File: src/rtl/core/mlp_pkg.sv
`default_nettype none

package mlp_pkg;

	// Defaults for the top-level parameters
	localparam int NODES_DEF      = 3;
	localparam int MAX_LAYERS_DEF = 4;

	// Fixed field widths
	localparam int OPC_W  = 2;
	localparam int IDX_W  = 6;
	localparam int VAL_W  = 16;
	localparam int ACT_W  = 13;
	localparam int LCNT_W = 3;
	localparam int OPND_W = VAL_W + 1;
	localparam int PROD_W = VAL_W + OPND_W;
	localparam int SUM_W  = 40;

	localparam logic [ACT_W-1:0] ACT_ONE = ACT_W'(4096);

	typedef enum logic [OPC_W-1:0] {
		OP_LOAD_W = 2'd0,
		OP_LOAD_F = 2'd1,
		OP_RUN    = 2'd2,
		OP_NONE   = 2'd3
	} opcode_t;

	typedef enum logic [2:0] {
		S_IDLE,
		S_WAIT,
		S_RD,
		S_MUL,
		S_ACC,
		S_SIG
	} seq_state_t;

	typedef struct packed {
		logic clear;
		logic load_a;
		logic mul_en;
		logic acc_en;
	} mac_ctl_t;

	typedef logic [255:0][ACT_W-1:0] sig_table_t;

	// a*b at scale 2^48
	function automatic longint unsigned mul_q48(longint unsigned a, longint unsigned b);
		longint unsigned ah;
		longint unsigned al;
		longint unsigned bh;
		longint unsigned bl;
		ah = a >> 24;
		al = a & 64'hFF_FFFF;
		bh = b >> 24;
		bl = b & 64'hFF_FFFF;
		return ah * bh + ((ah * bl + al * bh) >> 24) + ((al * bl) >> 48);
	endfunction

	// unsigned 64-bit quotient, restoring shift and subtract
	function automatic longint unsigned udiv64(longint unsigned num, longint unsigned den);
		longint unsigned quo;
		longint unsigned rem;
		quo = '0;
		rem = '0;
		for (int b = 63; b >= 0; b--) begin
			rem = (rem << 1) | ((num >> b) & 64'd1);
			if (rem >= den) begin
				rem = rem - den;
				quo = quo | (64'd1 << b);
			end
		end
		return quo;
	endfunction

	// Sigmoid table, entry j = round(4096/(1+exp(-x))), x = -8 + j/16
	function automatic sig_table_t sig_build();
		sig_table_t      t;
		longint unsigned one;
		longint unsigned term;
		longint unsigned step;
		longint unsigned p;
		longint unsigned d;
		longint unsigned q;
		t    = '0;
		one  = 64'd1 << 48;
		term = one;
		step = one;
		p    = one;
		for (int n = 1; n <= 12; n++) begin
			term = udiv64(term, 64'(16 * n));
			if ((n & 1) == 1)
				step = step - term;
			else
				step = step + term;
		end
		for (int k = 0; k <= 128; k++) begin
			d = one + p;
			if (k <= 127) begin
				q = udiv64((one << 12) + (d >> 1), d);
				t[128 + k] = q[ACT_W-1:0];
			end
			if (k >= 1) begin
				q = udiv64((p << 12) + (d >> 1), d);
				t[128 - k] = q[ACT_W-1:0];
			end
			p = mul_q48(p, step);
		end
		return t;
	endfunction

	localparam sig_table_t SIG_TABLE = sig_build();

endpackage

`default_nettype wire

File: src/rtl/core/mlp_mac.sv
`default_nettype none

// Shared multiply-accumulate with sigmoid lookup on the running sum.
module mlp_mac
	import mlp_pkg::*;
(
	input  wire logic                     clk,
	input  wire mac_ctl_t                 ctl,
	input  wire logic [VAL_W-1:0]         weight,
	input  wire logic signed [OPND_W-1:0] operand,
	output logic      [ACT_W-1:0]         sig
);

	localparam logic signed [SUM_W-1:0] SUM_EIGHT = SUM_W'(134217728);

	logic signed [OPND_W-1:0] a_q;
	logic signed [PROD_W-1:0] prod_q;
	logic signed [SUM_W-1:0]  acc_q;
	logic signed [SUM_W-1:0]  biased;
	logic [7:0]               tidx;

	always_ff @(posedge clk) begin
		if (ctl.load_a)
			a_q <= operand;
		if (ctl.mul_en)
			prod_q <= $signed(weight) * a_q;
		if (ctl.clear)
			acc_q <= '0;
		else if (ctl.acc_en)
			acc_q <= acc_q + SUM_W'(prod_q);
	end

	// nearest entry below, saturated at both ends
	always_comb begin
		biased = acc_q + SUM_EIGHT;
		if (acc_q < -SUM_EIGHT)
			tidx = 8'd0;
		else if (acc_q >= SUM_EIGHT)
			tidx = 8'd255;
		else
			tidx = biased[27:20];
		sig = SIG_TABLE[tidx];
	end

endmodule

`default_nettype wire

File: config.mk
export PLATFORM = sky130hd
export DESIGN_NAME = mlp_mac
export DESIGN_NICKNAME = d
export VERILOG_FILES = /design/src/rtl/core/mlp_pkg.sv /design/src/rtl/core/mlp_mac.sv
export SDC_FILE = /design/constraint.sdc
export NUM_CORES = 1
export LEC_CHECK = 0
export BUFFER_PORTS_ARGS = -buffer_cell sky130_fd_sc_hd__buf_2
export CAP_MARGIN = 5
export CORE_MARGIN = 10
export CORE_UTILIZATION = 55
export CTS_CLUSTER_DIAMETER = 60
export DETAILED_ROUTE_END_ITERATION = 7
export PLACE_DENSITY = 0.84
export SETUP_SLACK_MARGIN = 0.05
export SYNTH_ARGS = -nofsm -noshare
export SYNTH_HDL_FRONTEND = slang
export SYNTH_SLANG_ARGS = --single-unit
File: constraint.sdc
create_clock -name clk -period 18.24 [get_ports clk]
set_input_delay 2.736 -clock clk [delete_from_list [all_inputs] [get_ports clk]]
set_output_delay 2.736 -clock clk [all_outputs]
set_load 0.02 [all_outputs]
==> impl_metrics.toml <==
[outcome]
outcome = "finished, final reports clean"

[worst_setup_path]
cp_slowest_stage_delay_ps = 580
slowest_stage = "fa_1"
cp.required_ps = 18340
cpMostUsedCell = "fa_1"
worstPathArrival_ps = 8920
reg2reg_slack_ps = 11190
start_kind = "input pin"
critPathMaxFanout = 17
cp-end-kind = "flop"
critPathTopFamily = "adder cells"
crit_chain = "buf_2, nand2_1, fa_1, fa_1, fa_1, fa_1, inv_1, fa_1, fa_1, ha_1, a21o_1, a2111oi_0, nand3_1, a22o_1, a41o_1, a41oi_1, nand2b_1, a311oi_1, xnor2_1"
path_buf_inv = 2
critPathKind = "input pin to flop"

[die]
dieHeight_um = 200
fp.dieArea_um2 = 39900
die_w_um = 200
core_area_um2 = 31700
fp-row-count = 65
start_util_pct = 56.0
ioPinCount = 51

[layout]
nNetsFinal = 2497
antenna_cells = 0
fill_cells = 2616
fin_util_pct = 58.6
syn_to_final_growth_pct = 4.60
drive_above_1_share_pct = 5.07

[sta]
slew_headroom_pct = 31.2
timing.hold.ws_ps = 508
rsz0062_at_grt = "false"
final.period_utilization_pct = 48.3
worst_pin_slew_ps = 1030
hold_violations = 0
slew_viol_final = 0
finalSetupViolCount = 0
max_freq_mhz = 113
finClkSkew_ps = 13.9
finalSetupTns_ps = 0
min_period_ps = 8820

[clocking]
cts_sinks = 90
cts_tree = "done"
cts_buffers = 9
clock_path_buffers = 2
cts-root-buf = "clkbuf_16"
post_cts_buffers = 0
clock_latency_ps = 370
htreeDepth = 3
clk_pin_slew_ps = 70
cts_resized = 0
hold_buffers = 0

[global_route]
grt_use_total_pct = 25.6
grt_overflow_total = 0
grt_pass1_wl_mm = 81.7
antenna_found_initial = 0
grt_max_degree = 52
grt_pass1_vias = 16000

[place]
routabilityCongestion = 0.962
portBuffers = 49
dp_hpwl_mm = 37.9

[drt]
wl_per_cell_um = 20.2
firstDrtPassIters = 6
antenna_left = 0
viasPerCell = 6.12
dr.first_iter.drc_count = 1487
drc = 0
wirelength_mm = 49.6
vias = 15000

[synthesis]
synth_seq_area_share_pct = 13.0
syn_nets = 2519
ys_ff_latch = 90
synth-main-ff-cell = "edfxtp_1"
synth_cell_types = 79
avgSynthCellArea_um2 = 8.59
synth_area_um2 = 17800
synth_warnings = 0
synthArstFlopShare_pct = 0
synthCells = 2069
synth-edff-count = 50

[worst_hold_path]
hold_class = "flop to flop"

[flow_run]
maxCapViolations = 0
-- layer usage --
layer	part of all wire, %	global-route usage (%)	vias to the layer above
met3	7.6	3.57	188
met1	38	30.8	7268
met4	5.1	13.1	0
li1	-	-	6756
met5	0	0	-
met2	49	44.2	801
-- Yosys cell counts, types with 14 or more instances --
library cell    n  share of area [%]
and2_1        143                5.0
a31oi_1        26               0.91
a21oi_1       125                3.5
edfxtp_1       50                8.4
o211ai_1       14               0.59
dfxtp_1        40                4.5
fa_1          277                 31
nand3_1        20               0.56
nor2_1        132                2.8
xor2_1         17               0.84
mux2i_1        26                1.5
inv_1         336                7.1
clkbuf_1       78                1.6
a21o_1         41                1.7
xnor2_1        50                2.5
nand2b_1       15               0.53
ha_1          135                9.5
a211oi_1       22               0.93
nand2_1       205                4.3
nor3_1         24               0.68
o21ai_0        91                2.6
-- stage by stage --
step / area (µm²) / instances / setup WS (ps)
after global routing: 18600 / 2454 / 8960
after global placement: 18300 / 2438 / 9160
after floorplan: 17800 / 2069 / 9520
after CTS: 18600 / 2454 / 9420
after detailed placement: 18300 / 2438 / 9050
final: 18600 / 2454 / 9420
-- tightest hold or removal path: cells and delay by family, from the launching register on --
family	cells	cell delay, ps
flops	1	340
mux	1	70
simple gates	1	70
-- placed cells by master, fill, tap and decap left out, types with 40 or more instances in the layout --
cell / instances
edfxtp_1: 50
fa_1: 277
ha_1: 135
nand2_1: 205
xnor2_1: 50
o21ai_0: 90
and2_1: 143
buf_2: 49
a21oi_1: 125
a21o_1: 41
inv_1: 336
dfxtp_1: 40
nor2_1: 131
-- final timing paths --
kind	startpoint	endpoint	depth (start not counted)
hold / removal	acc_q[10]	acc_q[10]	2
setup reg to reg	a_q[6]	prod_q[32]	19
hold reg to reg	acc_q[10]	acc_q[10]	2
setup / recovery	weight[1]	prod_q[32]	19
-- cell families after synthesis --
group / count (synthesis) / share of synthesized area (%)
buf+inv: 436 / 9.26
flops: 90 / 13.0
fa+ha+maj: 412 / 40.7
xor+xnor: 67 / 3.30
simple gates: 608 / 16.5
other cells: 1 / 0.0211
compound gates: 428 / 15.7
mux: 27 / 1.53
-- sequential cells by signal (all words and copies together), names as in the netlist --
| name | flops |
|---|---|
| a_q | 17 |
| acc_q | 40 |
| prod_q | 33 |
-- final cells by class --
class / instances / area, µm² / area share (%)
multi-input cells: 1543 / 13800 / 74.4
flip-flops and latches: 90 / 2300 / 12.4
inverters: 339 / 1270 / 6.84
well taps: 402 / 503 / 2.71
repair buffers: 64 / 358 / 1.92
clock buffers: 9 / 225 / 1.21
clock inverters: 7 / 90.1 / 0.484
Power is left out: the tool's default activity adds up to more than one toggle a clock period on the data nets, which glitch-free logic cannot reach.
