**src/rtl/core/mlp_ram.sv**
```systemverilog
`default_nettype none

module mlp_ram #(
	parameter int WIDTH = 16,
	parameter int DEPTH = 36
) (
	input  wire logic                     clk,
	input  wire logic                     we,
	input  wire logic [$clog2(DEPTH)-1:0] waddr,
	input  wire logic [WIDTH-1:0]         wdata,
	input  wire logic [$clog2(DEPTH)-1:0] raddr,
	output logic      [WIDTH-1:0]         rdata
);

	logic [WIDTH-1:0] mem_q [DEPTH];

	always_ff @(posedge clk) begin
		if (we)
			mem_q[waddr] <= wdata;
		rdata <= mem_q[raddr];
	end

endmodule

`default_nettype wire

```
**config.mk**
```make
export PLATFORM = sky130hd
export DESIGN_NAME = mlp_ram
export DESIGN_NICKNAME = d
export VERILOG_FILES = /design/src/rtl/core/mlp_ram.sv
export SDC_FILE = /design/constraint.sdc
export NUM_CORES = 1
export LEC_CHECK = 0
export ABC_CLOCK_PERIOD_IN_PS = 2100
export BUFFER_PORTS_ARGS = -buffer_cell sky130_fd_sc_hd__buf_4
export CORE_MARGIN = 10
export CORE_UTILIZATION = 43
export CTS_BUF_LIST = sky130_fd_sc_hd__clkbuf_4 sky130_fd_sc_hd__clkbuf_8
export DETAILED_ROUTE_END_ITERATION = 8
export GPL_TIMING_DRIVEN = 0
export PLACE_DENSITY = 0.63
export RECOVER_POWER = 100
export SYNTH_ARGS = -nofsm -noshare
export SYNTH_HDL_FRONTEND = slang
export SYNTH_SLANG_ARGS = --single-unit
```
**constraint.sdc**
```tcl
create_clock -name clk -period 2.1 [get_ports clk]
set_input_delay 0.21 -clock clk [delete_from_list [all_inputs] [get_ports clk]]
set_output_delay 0.21 -clock clk [all_outputs]
set_load 0.02 [all_outputs]
```
==> flow_metrics.py, run 1 <==
metrics = {
    "outcome": {
        "status": "complete, but fails checks",
        "violations": "capacitance limit, slew limit",
    },
    "finish": {
        "final_cell_area_um2": 26200,
        "drive_gt1_share_pct": 20.1,
        "register_area_um2": 17600,
        "nets": 1400,
        "fillers": 4338,
        "final_cells": 2131,
        "finish.utilization_pct": 49.5,
        "final_common_cell": "edfxtp_1",
        "area_growth_pct": 13.2,
        "multiInputGateArea_um2": 5010,
        "layout_common_cells": "576 x edfxtp_1, 256 x mux2i_1, 95 x clkbuf_8",
    },
    "setup_path": {
        "cp_num_buf_inv": 2,
        "cp_top_family": "simple AND/OR/NAND/NOR gates",
        "worstPathRequired_ns": 2.38,
        "critPathMaxStageDelay_ns": 0.71,
        "cp_common_cell": "clkbuf_1",
        "slowest_stage": "nor2_1",
        "worstSetupPathType": "input pin to flop",
        "path_depth": 4,
        "reg2reg_depth": 5,
        "critical_path.endpoint": "mem_q[9][9]",
        "r2r-start": "mem_q[28][3]",
        "rrSetupSlack_ns": 0.08,
        "end_kind": "flop",
        "crit_arrival_ns": 2.33,
        "critical_path.max_fanout": 10,
        "timing.rr.end": "rdata[3]",
        "start_kind": "input pin",
        "cp_cell_sequence": "clkbuf_1 > or3b_2 > nor2_1 > clkbuf_1",
        "crit_start": "waddr[2]",
    },
    "placed_design": {
        "dp_hpwl_um": 35200,
        "port_buffers": 44,
        "globalplace.congestion": 0.879,
        "place_area_um2": 24600,
        "dp.cells": 1951,
    },
    "yosys": {
        "synth_area_um2": 23100,
        "syn_nets": 1231,
        "synth.avg_cell_area_um2": 19.2,
        "syn-instance-count": 1201,
        "synth_top_area_share_pct": 74.8,
        "synthTopCellsByArea": "edfxtp_1 75%, mux2i_1 11%, a22oi_1 2.1%",
        "ys_types": 29,
        "ys_ff_latch": 592,
        "synth_area_leader_cell": "edfxtp_1",
        "ys.warnings.count": 0,
        "seq_area_frac_synth_pct": 76.2,
    },
    "die": {
        "initial_utilization_pct": 43.7,
        "die_x_um": 252,
        "rows": 84,
        "die_h_um": 252,
        "io_pins": 46,
        "fp.coreArea_um2": 52900,
        "die-area_um2": 63400,
    },
    "detailed_routing": {
        "drc": 0,
        "firstDrtPassIters": 5,
        "via_per_inst": 5.52,
        "drt-total-wl_um": 54500,
        "routedWlPerCell_um": 25.6,
        "ant_nets": 0,
        "drtIter0Drc": 1099,
        "vias": 11800,
    },
    "timing": {
        "hold_violations": 0,
        "layout_min_cycle_time_ns": 2.05,
        "skew_ns": 0.0293,
        "fmax_ghz": 0.488,
        "min_period_over_period_pct": 97.5,
        "slew_violations": 222,
        "rsz0062_at_grt": "false",
        "holdWs_ns": 0.146,
        "slew_headroom_pct": -33.8,
        "setup_viol": 0,
        "worst_slew_pin_slew_ns": 2.01,
    },
    "cts": {
        "cts_buffers": 89,
        "htree_levels": 3,
        "root_buffer": "clkbuf_8",
        "clock_latency_ns": 0.68,
        "cts_tree": "yes",
        "cts_sinks": 592,
        "clk_pin_slew_worst_paths_ns": 0.07,
        "cts.path.max_buffers": 3,
        "postCtsSetupBuffers": 0,
    },
    "power_and_ir_drop": {
        "pwr_density_cell_nw_per_um2": 910,
        "max-vdd-ir-drop_uv": 397,
        "cellLeakagePower_nw": 8.96,
    },
    "global_routing": {
        "grtUsageTotal_pct": 17.1,
        "antenna_found_initial": 3,
        "grt_max_degree": 37,
        "gr-total-overflow": 0,
        "grt_pass1_vias": 11700,
        "grt_pass1_wl_um": 79600,
    },
    "run": {
        "drv_cap": 7,
    },
    "hold_path": {
        "hold_path_class": "input pin to flop",
    },
}
## per-layer routing
layer  vias to the layer above  GRT usage, %  share of wire [%]
li1                       5257             -                  -
met1                      6005          23.8                 44
met2                       419          26.7                 47
met3                        78          3.16                6.6
met4                         2          6.06                2.5
met5                         -             0              0.024
## metrics by stage
step	setup WS, ns	setup TNS, ns	power, mW
2_1_floorplan	0.257	0	14.1
3_3_place_gp	-0.633	-250.46	14.8
3_5_place_dp	-0.651	-65.81	14.8
4_1_cts	0.0496	0	24.0
5_1_grt	0.0444	0	24.6
6_report	0.0519	0	23.8
## worst reg2reg max path, delay by kind of cell, from the launching register on
family	cells	cell delay [ns]
flip-flops	1	0.33
multiplexers	1	0.07
AO/OA/AOI/OAI	4	1.46
## cells by family after synthesis
logic type,share of synthesized area (%)
flops,76.2
simple gates,1.47
compound gates,7.60
buf+inv,2.06
mux,12.6
## worst min-delay path by stage
stage                    end  cells past startpoint     start
3_3_place_gp       rdata[15]                      2  raddr[5]
3_5_place_dp        rdata[0]                      2  raddr[5]
2_1_floorplan    mem_q[0][0]                      0  wdata[0]
5_1_grt        mem_q[30][12]                      3  waddr[1]
4_1_cts          mem_q[3][9]                      1  wdata[9]
6_report       mem_q[30][12]                      3  waddr[1]
## cell usage after synthesis, drive strengths merged
cell,instances
a221oi,32
nor2b,3
nor2,39
a22o,32
a22oi,64
dfxtp,16
or3b,2
edfxtp,576
nand2b,2
mux4,16
nand3,3
nand3b,5
a21oi,32
buf,54
or3,1
nand2,19
or2,1
and2,1
mux2i,256
o41ai,16
clkbuf,15
o22ai,16
## state kept, by name, indices dropped and copies added, names as in the netlist
name and cells:
rdata 16, mem_q 576
## cell type report
| type | instances | area share (%) |
|---|---|---|
| well taps | 688 | 3.29 |
| clock inverters | 34 | 0.789 |
| flip-flops and latches | 592 | 67.3 |
| plain buffers | 69 | 1.82 |
| clock buffers | 128 | 5.94 |
| diodes | 2 | 0.0191 |
| repair buffers | 78 | 1.69 |
| multi-input cells | 540 | 19.1 |
## report_power, final
group | total [mW] | internal, mW | switching [mW]
combinational | 1.42 | 0.463 | 0.953
sequential | 13.1 | 13.1 | 0.0258
clock | 9.28 | 5.01 | 4.27
## timing repair
item                       4_1_cts  5_1_grt
setup endpoints to repair        0        2
gates resized for setup          0        1
hold buffers                    14        0
hold endpoints to repair       329        0
Power figures use the tool's default switching activity.
==> run 2: changes to the inputs <==
--- a/config.mk
+++ b/config.mk
@@ -5,13 +5,14 @@
 export SDC_FILE = /design/constraint.sdc
 export NUM_CORES = 1
 export LEC_CHECK = 0
-export ABC_CLOCK_PERIOD_IN_PS = 2100
+export ABC_CLOCK_PERIOD_IN_PS = 2000
 export BUFFER_PORTS_ARGS = -buffer_cell sky130_fd_sc_hd__buf_4
 export CORE_MARGIN = 10
 export CORE_UTILIZATION = 43
 export CTS_BUF_LIST = sky130_fd_sc_hd__clkbuf_4 sky130_fd_sc_hd__clkbuf_8
 export DETAILED_ROUTE_END_ITERATION = 8
 export GPL_TIMING_DRIVEN = 0
+export HOLD_SLACK_MARGIN = 0.05
 export PLACE_DENSITY = 0.63
 export RECOVER_POWER = 100
 export SYNTH_ARGS = -nofsm -noshare
==> constraint.sdc (replaced) <==
create_clock -name clk -period 2 [get_ports clk]
set_input_delay 0.2 -clock clk [delete_from_list [all_inputs] [get_ports clk]]
set_output_delay 0.2 -clock clk [all_outputs]
set_load 0.02 [all_outputs]
==> flow_metrics.py, run 2 (same netlist as run 1, synthesis figures left out) <==
metrics = {
    "power_and_ir_drop": {
        "finalPower_mw": 25.0,
        "p_comb_share_pct": 6.0,
        "power_switching_mw": 5.51,
        "cellLeakagePower_nw": 9.04,
        "switching_share_pct": 22.0,
        "share_seq_of_total_power_pct": 55.1,
        "p_int_mw": 19.5,
        "max-vdd-ir-drop_uv": 417,
        "pwr_density_cell_nw_per_um2": 952,
        "power_frac_clock_pct": 39.0,
    },
    "timing": {
        "setup_viol": 0,
        "skew_ns": 0.0286,
        "hold_violations": 0,
        "holdWs_ns": 0.167,
        "layout_min_cycle_time_ns": 1.99,
        "fmax_ghz": 0.502,
        "slew_headroom_pct": -7.66,
        "slew_violations": 37,
        "rsz0062_at_grt": "false",
        "min_period_over_period_pct": 99.5,
        "tns_ns": 0,
        "finalWorstSetupSlack_ns": 0.00959,
        "worst_slew_pin_slew_ns": 1.61,
    },
    "placed_design": {
        "place_area_um2": 24600,
        "globalplace.congestion": 0.879,
        "dp_hpwl_um": 35200,
        "port_buffers": 44,
        "dp_slack_ns": -0.741,
        "dp.cells": 1951,
    },
    "finish": {
        "final_cells": 2133,
        "regMostFlops": "mem_q",
        "largest_register_ffs": 576,
        "finish.utilization_pct": 49.6,
        "reg_top3": "mem_q (576), rdata (16)",
        "drive_gt1_share_pct": 21.0,
        "final_cell_area_um2": 26200,
        "area_growth_pct": 13.5,
        "layout_common_cells": "576 x edfxtp_1, 256 x mux2i_1, 95 x clkbuf_8",
        "nets": 1402,
        "final_common_cell": "edfxtp_1",
    },
    "detailed_routing": {
        "drc": 0,
        "vias": 11800,
        "ant_nets": 0,
        "routedWlPerCell_um": 25.6,
        "drt-total-wl_um": 54600,
        "firstDrtPassIters": 5,
        "via_per_inst": 5.54,
        "drtIter0Drc": 1223,
    },
    "setup_path": {
        "critical_path.max_fanout": 1,
        "reg2reg_depth": 5,
        "crit_arrival_ns": 2.49,
        "worstPathRequired_ns": 2.50,
        "slowest_stage": "o41ai_2",
        "critPathMaxStageDelay_ns": 0.57,
        "worstSetupPathType": "flop to flop",
        "start_kind": "flop",
        "rrSetupSlack_ns": 0.01,
        "r2r-start": "mem_q[28][3]",
        "end_kind": "flop",
        "cp_cell_sequence": "mux2i_1 > a22o_1 > a221oi_2 > o22ai_1 > o41ai_2",
        "timing.rr.end": "rdata[3]",
    },
    "global_routing": {
        "antenna_found_initial": 3,
        "grtUsageTotal_pct": 17.2,
        "grt_pass1_vias": 11800,
        "gr-total-overflow": 0,
        "grt_max_degree": 37,
        "grt_pass1_wl_um": 79700,
    },
    "die": {
        "io_pins": 46,
        "die_x_um": 252,
        "die-area_um2": 63400,
        "die_h_um": 252,
        "initial_utilization_pct": 43.7,
        "rows": 84,
        "fp.coreArea_um2": 52900,
    },
    "outcome": {
        "violations": "capacitance limit, slew limit",
        "status": "complete, but fails checks",
    },
    "cts": {
        "cts.path.max_buffers": 3,
        "clock_latency_ns": 0.68,
        "root_buffer": "clkbuf_8",
        "clk_pin_slew_worst_paths_ns": 0.07,
        "cts_tree": "yes",
        "htree_levels": 3,
        "cts_sinks": 592,
        "cts_buffers": 89,
    },
    "hold_path": {
        "hold_path_class": "input pin to flop",
        "hp-start": "waddr[0]",
        "hold_end": "mem_q[31][12]",
        "hold_depth": 3,
    },
    "run": {
        "drv_cap": 1,
    },
}
==> run 2: changes by cell type in the layout (fill, tap and decap cells not counted), sizes merged <==
cell / previous run / this run
buf: 64 / 63
dlymetal6s2s: 0 / 2
dlygate4sd3: 14 / 17
clkbuf: 197 / 195
==> run 2: area by class of cell <==
type                            instances  area (um^2)
Antenna cell                            2         5.00
Clock buffer                          128         1560
Clock inverter                         34          206
Sequential cell                       592        17600
Timing Repair Buffer                   81          512
Multi-Input combinational cell        540         5010
Tap cell                              688          861
Buffer                                 68          472
Fill cell                            4330        26600
==> run 2: worst max-delay path, delay by kind of cell (launching register included) <==
kind,cells,cell delay (ns)
AO/OA/AOI/OAI,4,1.42
flip-flops,1,0.33
multiplexers,1,0.07
==> run 2: power by group through the flow <==
stage / registers, mW / logic (mW) / clock network (mW)
after floorplan: 14.1 / 0.786 / 0
after detailed placement: 14.0 / 1.53 / 0
after CTS: 13.8 / 1.56 / 9.89
final: 13.8 / 1.49 / 9.73
after global placement: 14.0 / 1.49 / 0
after global routing: 13.8 / 1.58 / 10.5
==> run 2: what timing repair did <==
| item | in CTS | in global routing |
|---|---|---|
| setup buffers | 0 | 0 |
| hold buffers | 17 | 0 |
| hold endpoints to repair | 578 | 0 |
| resized for setup | 1 | 0 |
| endpoints found under the setup margin | 4 | 1 |
==> run 2: metal layers <==
metal  vias up  wire length, um  GRT usage (%)  share of wire [%]
li1       5257                -              -                  -
met1      6045            24100           23.9                 44
met2       434            25900           26.7                 47
met3        71             3410           3.16                6.2
met4         2             1260           6.06                2.3
met5         -               13              0              0.024
==> run 2: how the worst max path moves through the flow <==
stage	startpoint	to	slack [ns]	depth (start not counted)
3_3_place_gp	waddr[2]	mem_q[10][9]	-0.72	3
4_1_cts	mem_q[28][3]	rdata[3]	0.08	5
5_1_grt	mem_q[29][3]	rdata[3]	0.01	5
2_1_floorplan	waddr[2]	mem_q[25][0]	0.17	2
3_5_place_dp	raddr[1]	rdata[3]	-0.74	8
6_report	mem_q[28][3]	rdata[3]	0.01	5
==> run 3: changes to the inputs <==
--- a/config.mk
+++ b/config.mk
@@ -8,13 +8,14 @@
 export ABC_CLOCK_PERIOD_IN_PS = 2000
 export BUFFER_PORTS_ARGS = -buffer_cell sky130_fd_sc_hd__buf_4
 export CORE_MARGIN = 10
-export CORE_UTILIZATION = 43
+export CORE_UTILIZATION = 40
 export CTS_BUF_LIST = sky130_fd_sc_hd__clkbuf_4 sky130_fd_sc_hd__clkbuf_8
 export DETAILED_ROUTE_END_ITERATION = 8
 export GPL_TIMING_DRIVEN = 0
 export HOLD_SLACK_MARGIN = 0.05
-export PLACE_DENSITY = 0.63
+export PLACE_DENSITY = 0.6
 export RECOVER_POWER = 100
+export SKIP_CTS_REPAIR_TIMING = 1
 export SYNTH_ARGS = -nofsm -noshare
 export SYNTH_HDL_FRONTEND = slang
 export SYNTH_SLANG_ARGS = --single-unit
==> flow_metrics.py, run 3 (same netlist as run 1, synthesis figures left out) <==
metrics = {
    "outcome": {
        "status": "complete, but fails checks",
        "violations": "capacitance limit, slew limit, setup timing",
    },
    "timing": {
        "worst_slew_pin_slew_ns": 1.59,
        "layout_min_cycle_time_ns": 2.01,
        "tns_ns": -0.0135,
        "fmax_ghz": 0.497,
        "finalWorstSetupSlack_ns": -0.0135,
        "holdWs_ns": 0.242,
        "min_period_over_period_pct": 101,
        "hold_violations": 0,
        "slew_violations": 37,
        "setup_viol": 1,
        "rsz0062_at_grt": "false",
        "skew_ns": 0.0170,
        "slew_headroom_pct": -6.33,
    },
    "die": {
        "die_x_um": 260,
        "io_pins": 46,
        "die_h_um": 260,
        "rows": 88,
        "fp.coreArea_um2": 57500,
        "die-area_um2": 67800,
        "initial_utilization_pct": 40.2,
    },
    "setup_path": {
        "crit_start": "mem_q[29][6]",
        "critical_path.max_fanout": 1,
        "start_kind": "flop",
        "r2r-start": "mem_q[29][6]",
        "crit_arrival_ns": 2.49,
        "worstSetupPathType": "flop to flop",
        "worstPathRequired_ns": 2.48,
        "end_kind": "flop",
    },
    "power_and_ir_drop": {
        "max-vdd-ir-drop_uv": 492,
        "pwr_density_cell_nw_per_um2": 937,
        "cellLeakagePower_nw": 9.01,
        "finalPower_mw": 24.6,
    },
    "finish": {
        "reg_top3": "mem_q (576), rdata (16)",
        "layout_common_cells": "576 x edfxtp_1, 256 x mux2i_1, 97 x clkbuf_8",
        "regMostFlops": "mem_q",
        "final_common_cell": "edfxtp_1",
        "drive_gt1_share_pct": 21.1,
        "fillers": 5008,
        "register_area_um2": 17600,
        "area_growth_pct": 13.7,
        "nets": 1403,
        "largest_register_ffs": 576,
        "multiInputGateArea_um2": 5020,
    },
    "global_routing": {
        "gr-total-overflow": 0,
        "grt_pass1_wl_um": 79400,
        "antenna_found_initial": 3,
        "grtUsageTotal_pct": 16.1,
        "grt_max_degree": 37,
        "grt_pass1_vias": 11600,
    },
    "hold_path": {
        "hold_path_class": "input pin to flop",
        "hp-start": "waddr[0]",
    },
    "detailed_routing": {
        "drc": 0,
        "routedWlPerCell_um": 25.0,
        "drt-total-wl_um": 55000,
        "via_per_inst": 5.33,
        "firstDrtPassIters": 5,
        "vias": 11700,
        "ant_nets": 0,
        "drtIter0Drc": 1010,
    },
    "cts": {
        "cts_tree": "yes",
        "cts_buffers": 87,
        "clk_pin_slew_worst_paths_ns": 0.06,
        "cts_sinks": 592,
        "htree_levels": 3,
        "root_buffer": "clkbuf_8",
        "clock_latency_ns": 0.64,
        "cts.path.max_buffers": 3,
    },
    "placed_design": {
        "port_buffers": 44,
        "dp_hpwl_um": 35800,
        "globalplace.congestion": 1.02,
    },
    "run": {
        "drv_cap": 1,
    },
}
## run 3: changes by cell type in the layout (fill, tap and decap cells not counted), moves of 4 or more
cell,change
nor2_2,-4
nor2_1,+4
clkbuf_1,-6
clkbuf_2,+5
buf_6,+6
clkbuf_4,-10
## run 3: worst paths after layout
check	to	slack [ns]	cells after the start
hold reg to reg	rdata[9]	0.74	3
setup reg to reg	rdata[6]	-0.01	5
setup / recovery	rdata[6]	-0.01	5
hold / removal	mem_q[28][14]	0.24	4
## run 3: power breakdown
part,internal [mW],switching (mW),leakage [nW]
clock,4.98,4.37,0.894
sequential,13.7,0.0271,5.32
combinational,0.497,1.01,2.80
total,19.2,5.41,9.01
## run 3: cell type report
class / count / area share [%]
diodes: 2 / 0.0190
plain buffers: 69 / 1.81
clock buffers: 120 / 5.74
clock inverters: 29 / 0.581
multi-input cells: 540 / 19.1
flip-flops and latches: 592 / 67.0
well taps: 765 / 3.64
repair buffers: 83 / 2.04
## run 3: routing by layer
| layer | part of all wire, % | vias to the layer above | routed length (um) | global-route usage [%] |
|---|---|---|---|---|
| li1 | - | 5268 | - | - |
| met1 | 45 | 5949 | 24800 | 22.7 |
| met2 | 46 | 417 | 25100 | 24.3 |
| met3 | 5.5 | 93 | 3010 | 2.54 |
| met4 | 3.6 | 2 | 1990 | 7.25 |
| met5 | 0.17 | - | 93 | 0 |
## run 3: worst max-delay path: stages (launching register included)
cell      delay (ns)
edfxtp_1        0.32
mux2i_1         0.06
a22o_1          0.28
a221oi_2        0.27
o22ai_1         0.26
o41ai_1         0.66
## run 3: stage by stage
step	instance area [um^2]	util [%]	worst slack, ns	instances
after CTS	26500	46.0	-0.0312	2181
final	26300	45.7	-0.0135	2200
after floorplan	23100	-	0.167	1201
after detailed placement	24800	43.1	-0.726	2032
after global placement	24400	42.5	-0.828	2010
after global routing	26300	45.7	0.0466	2199
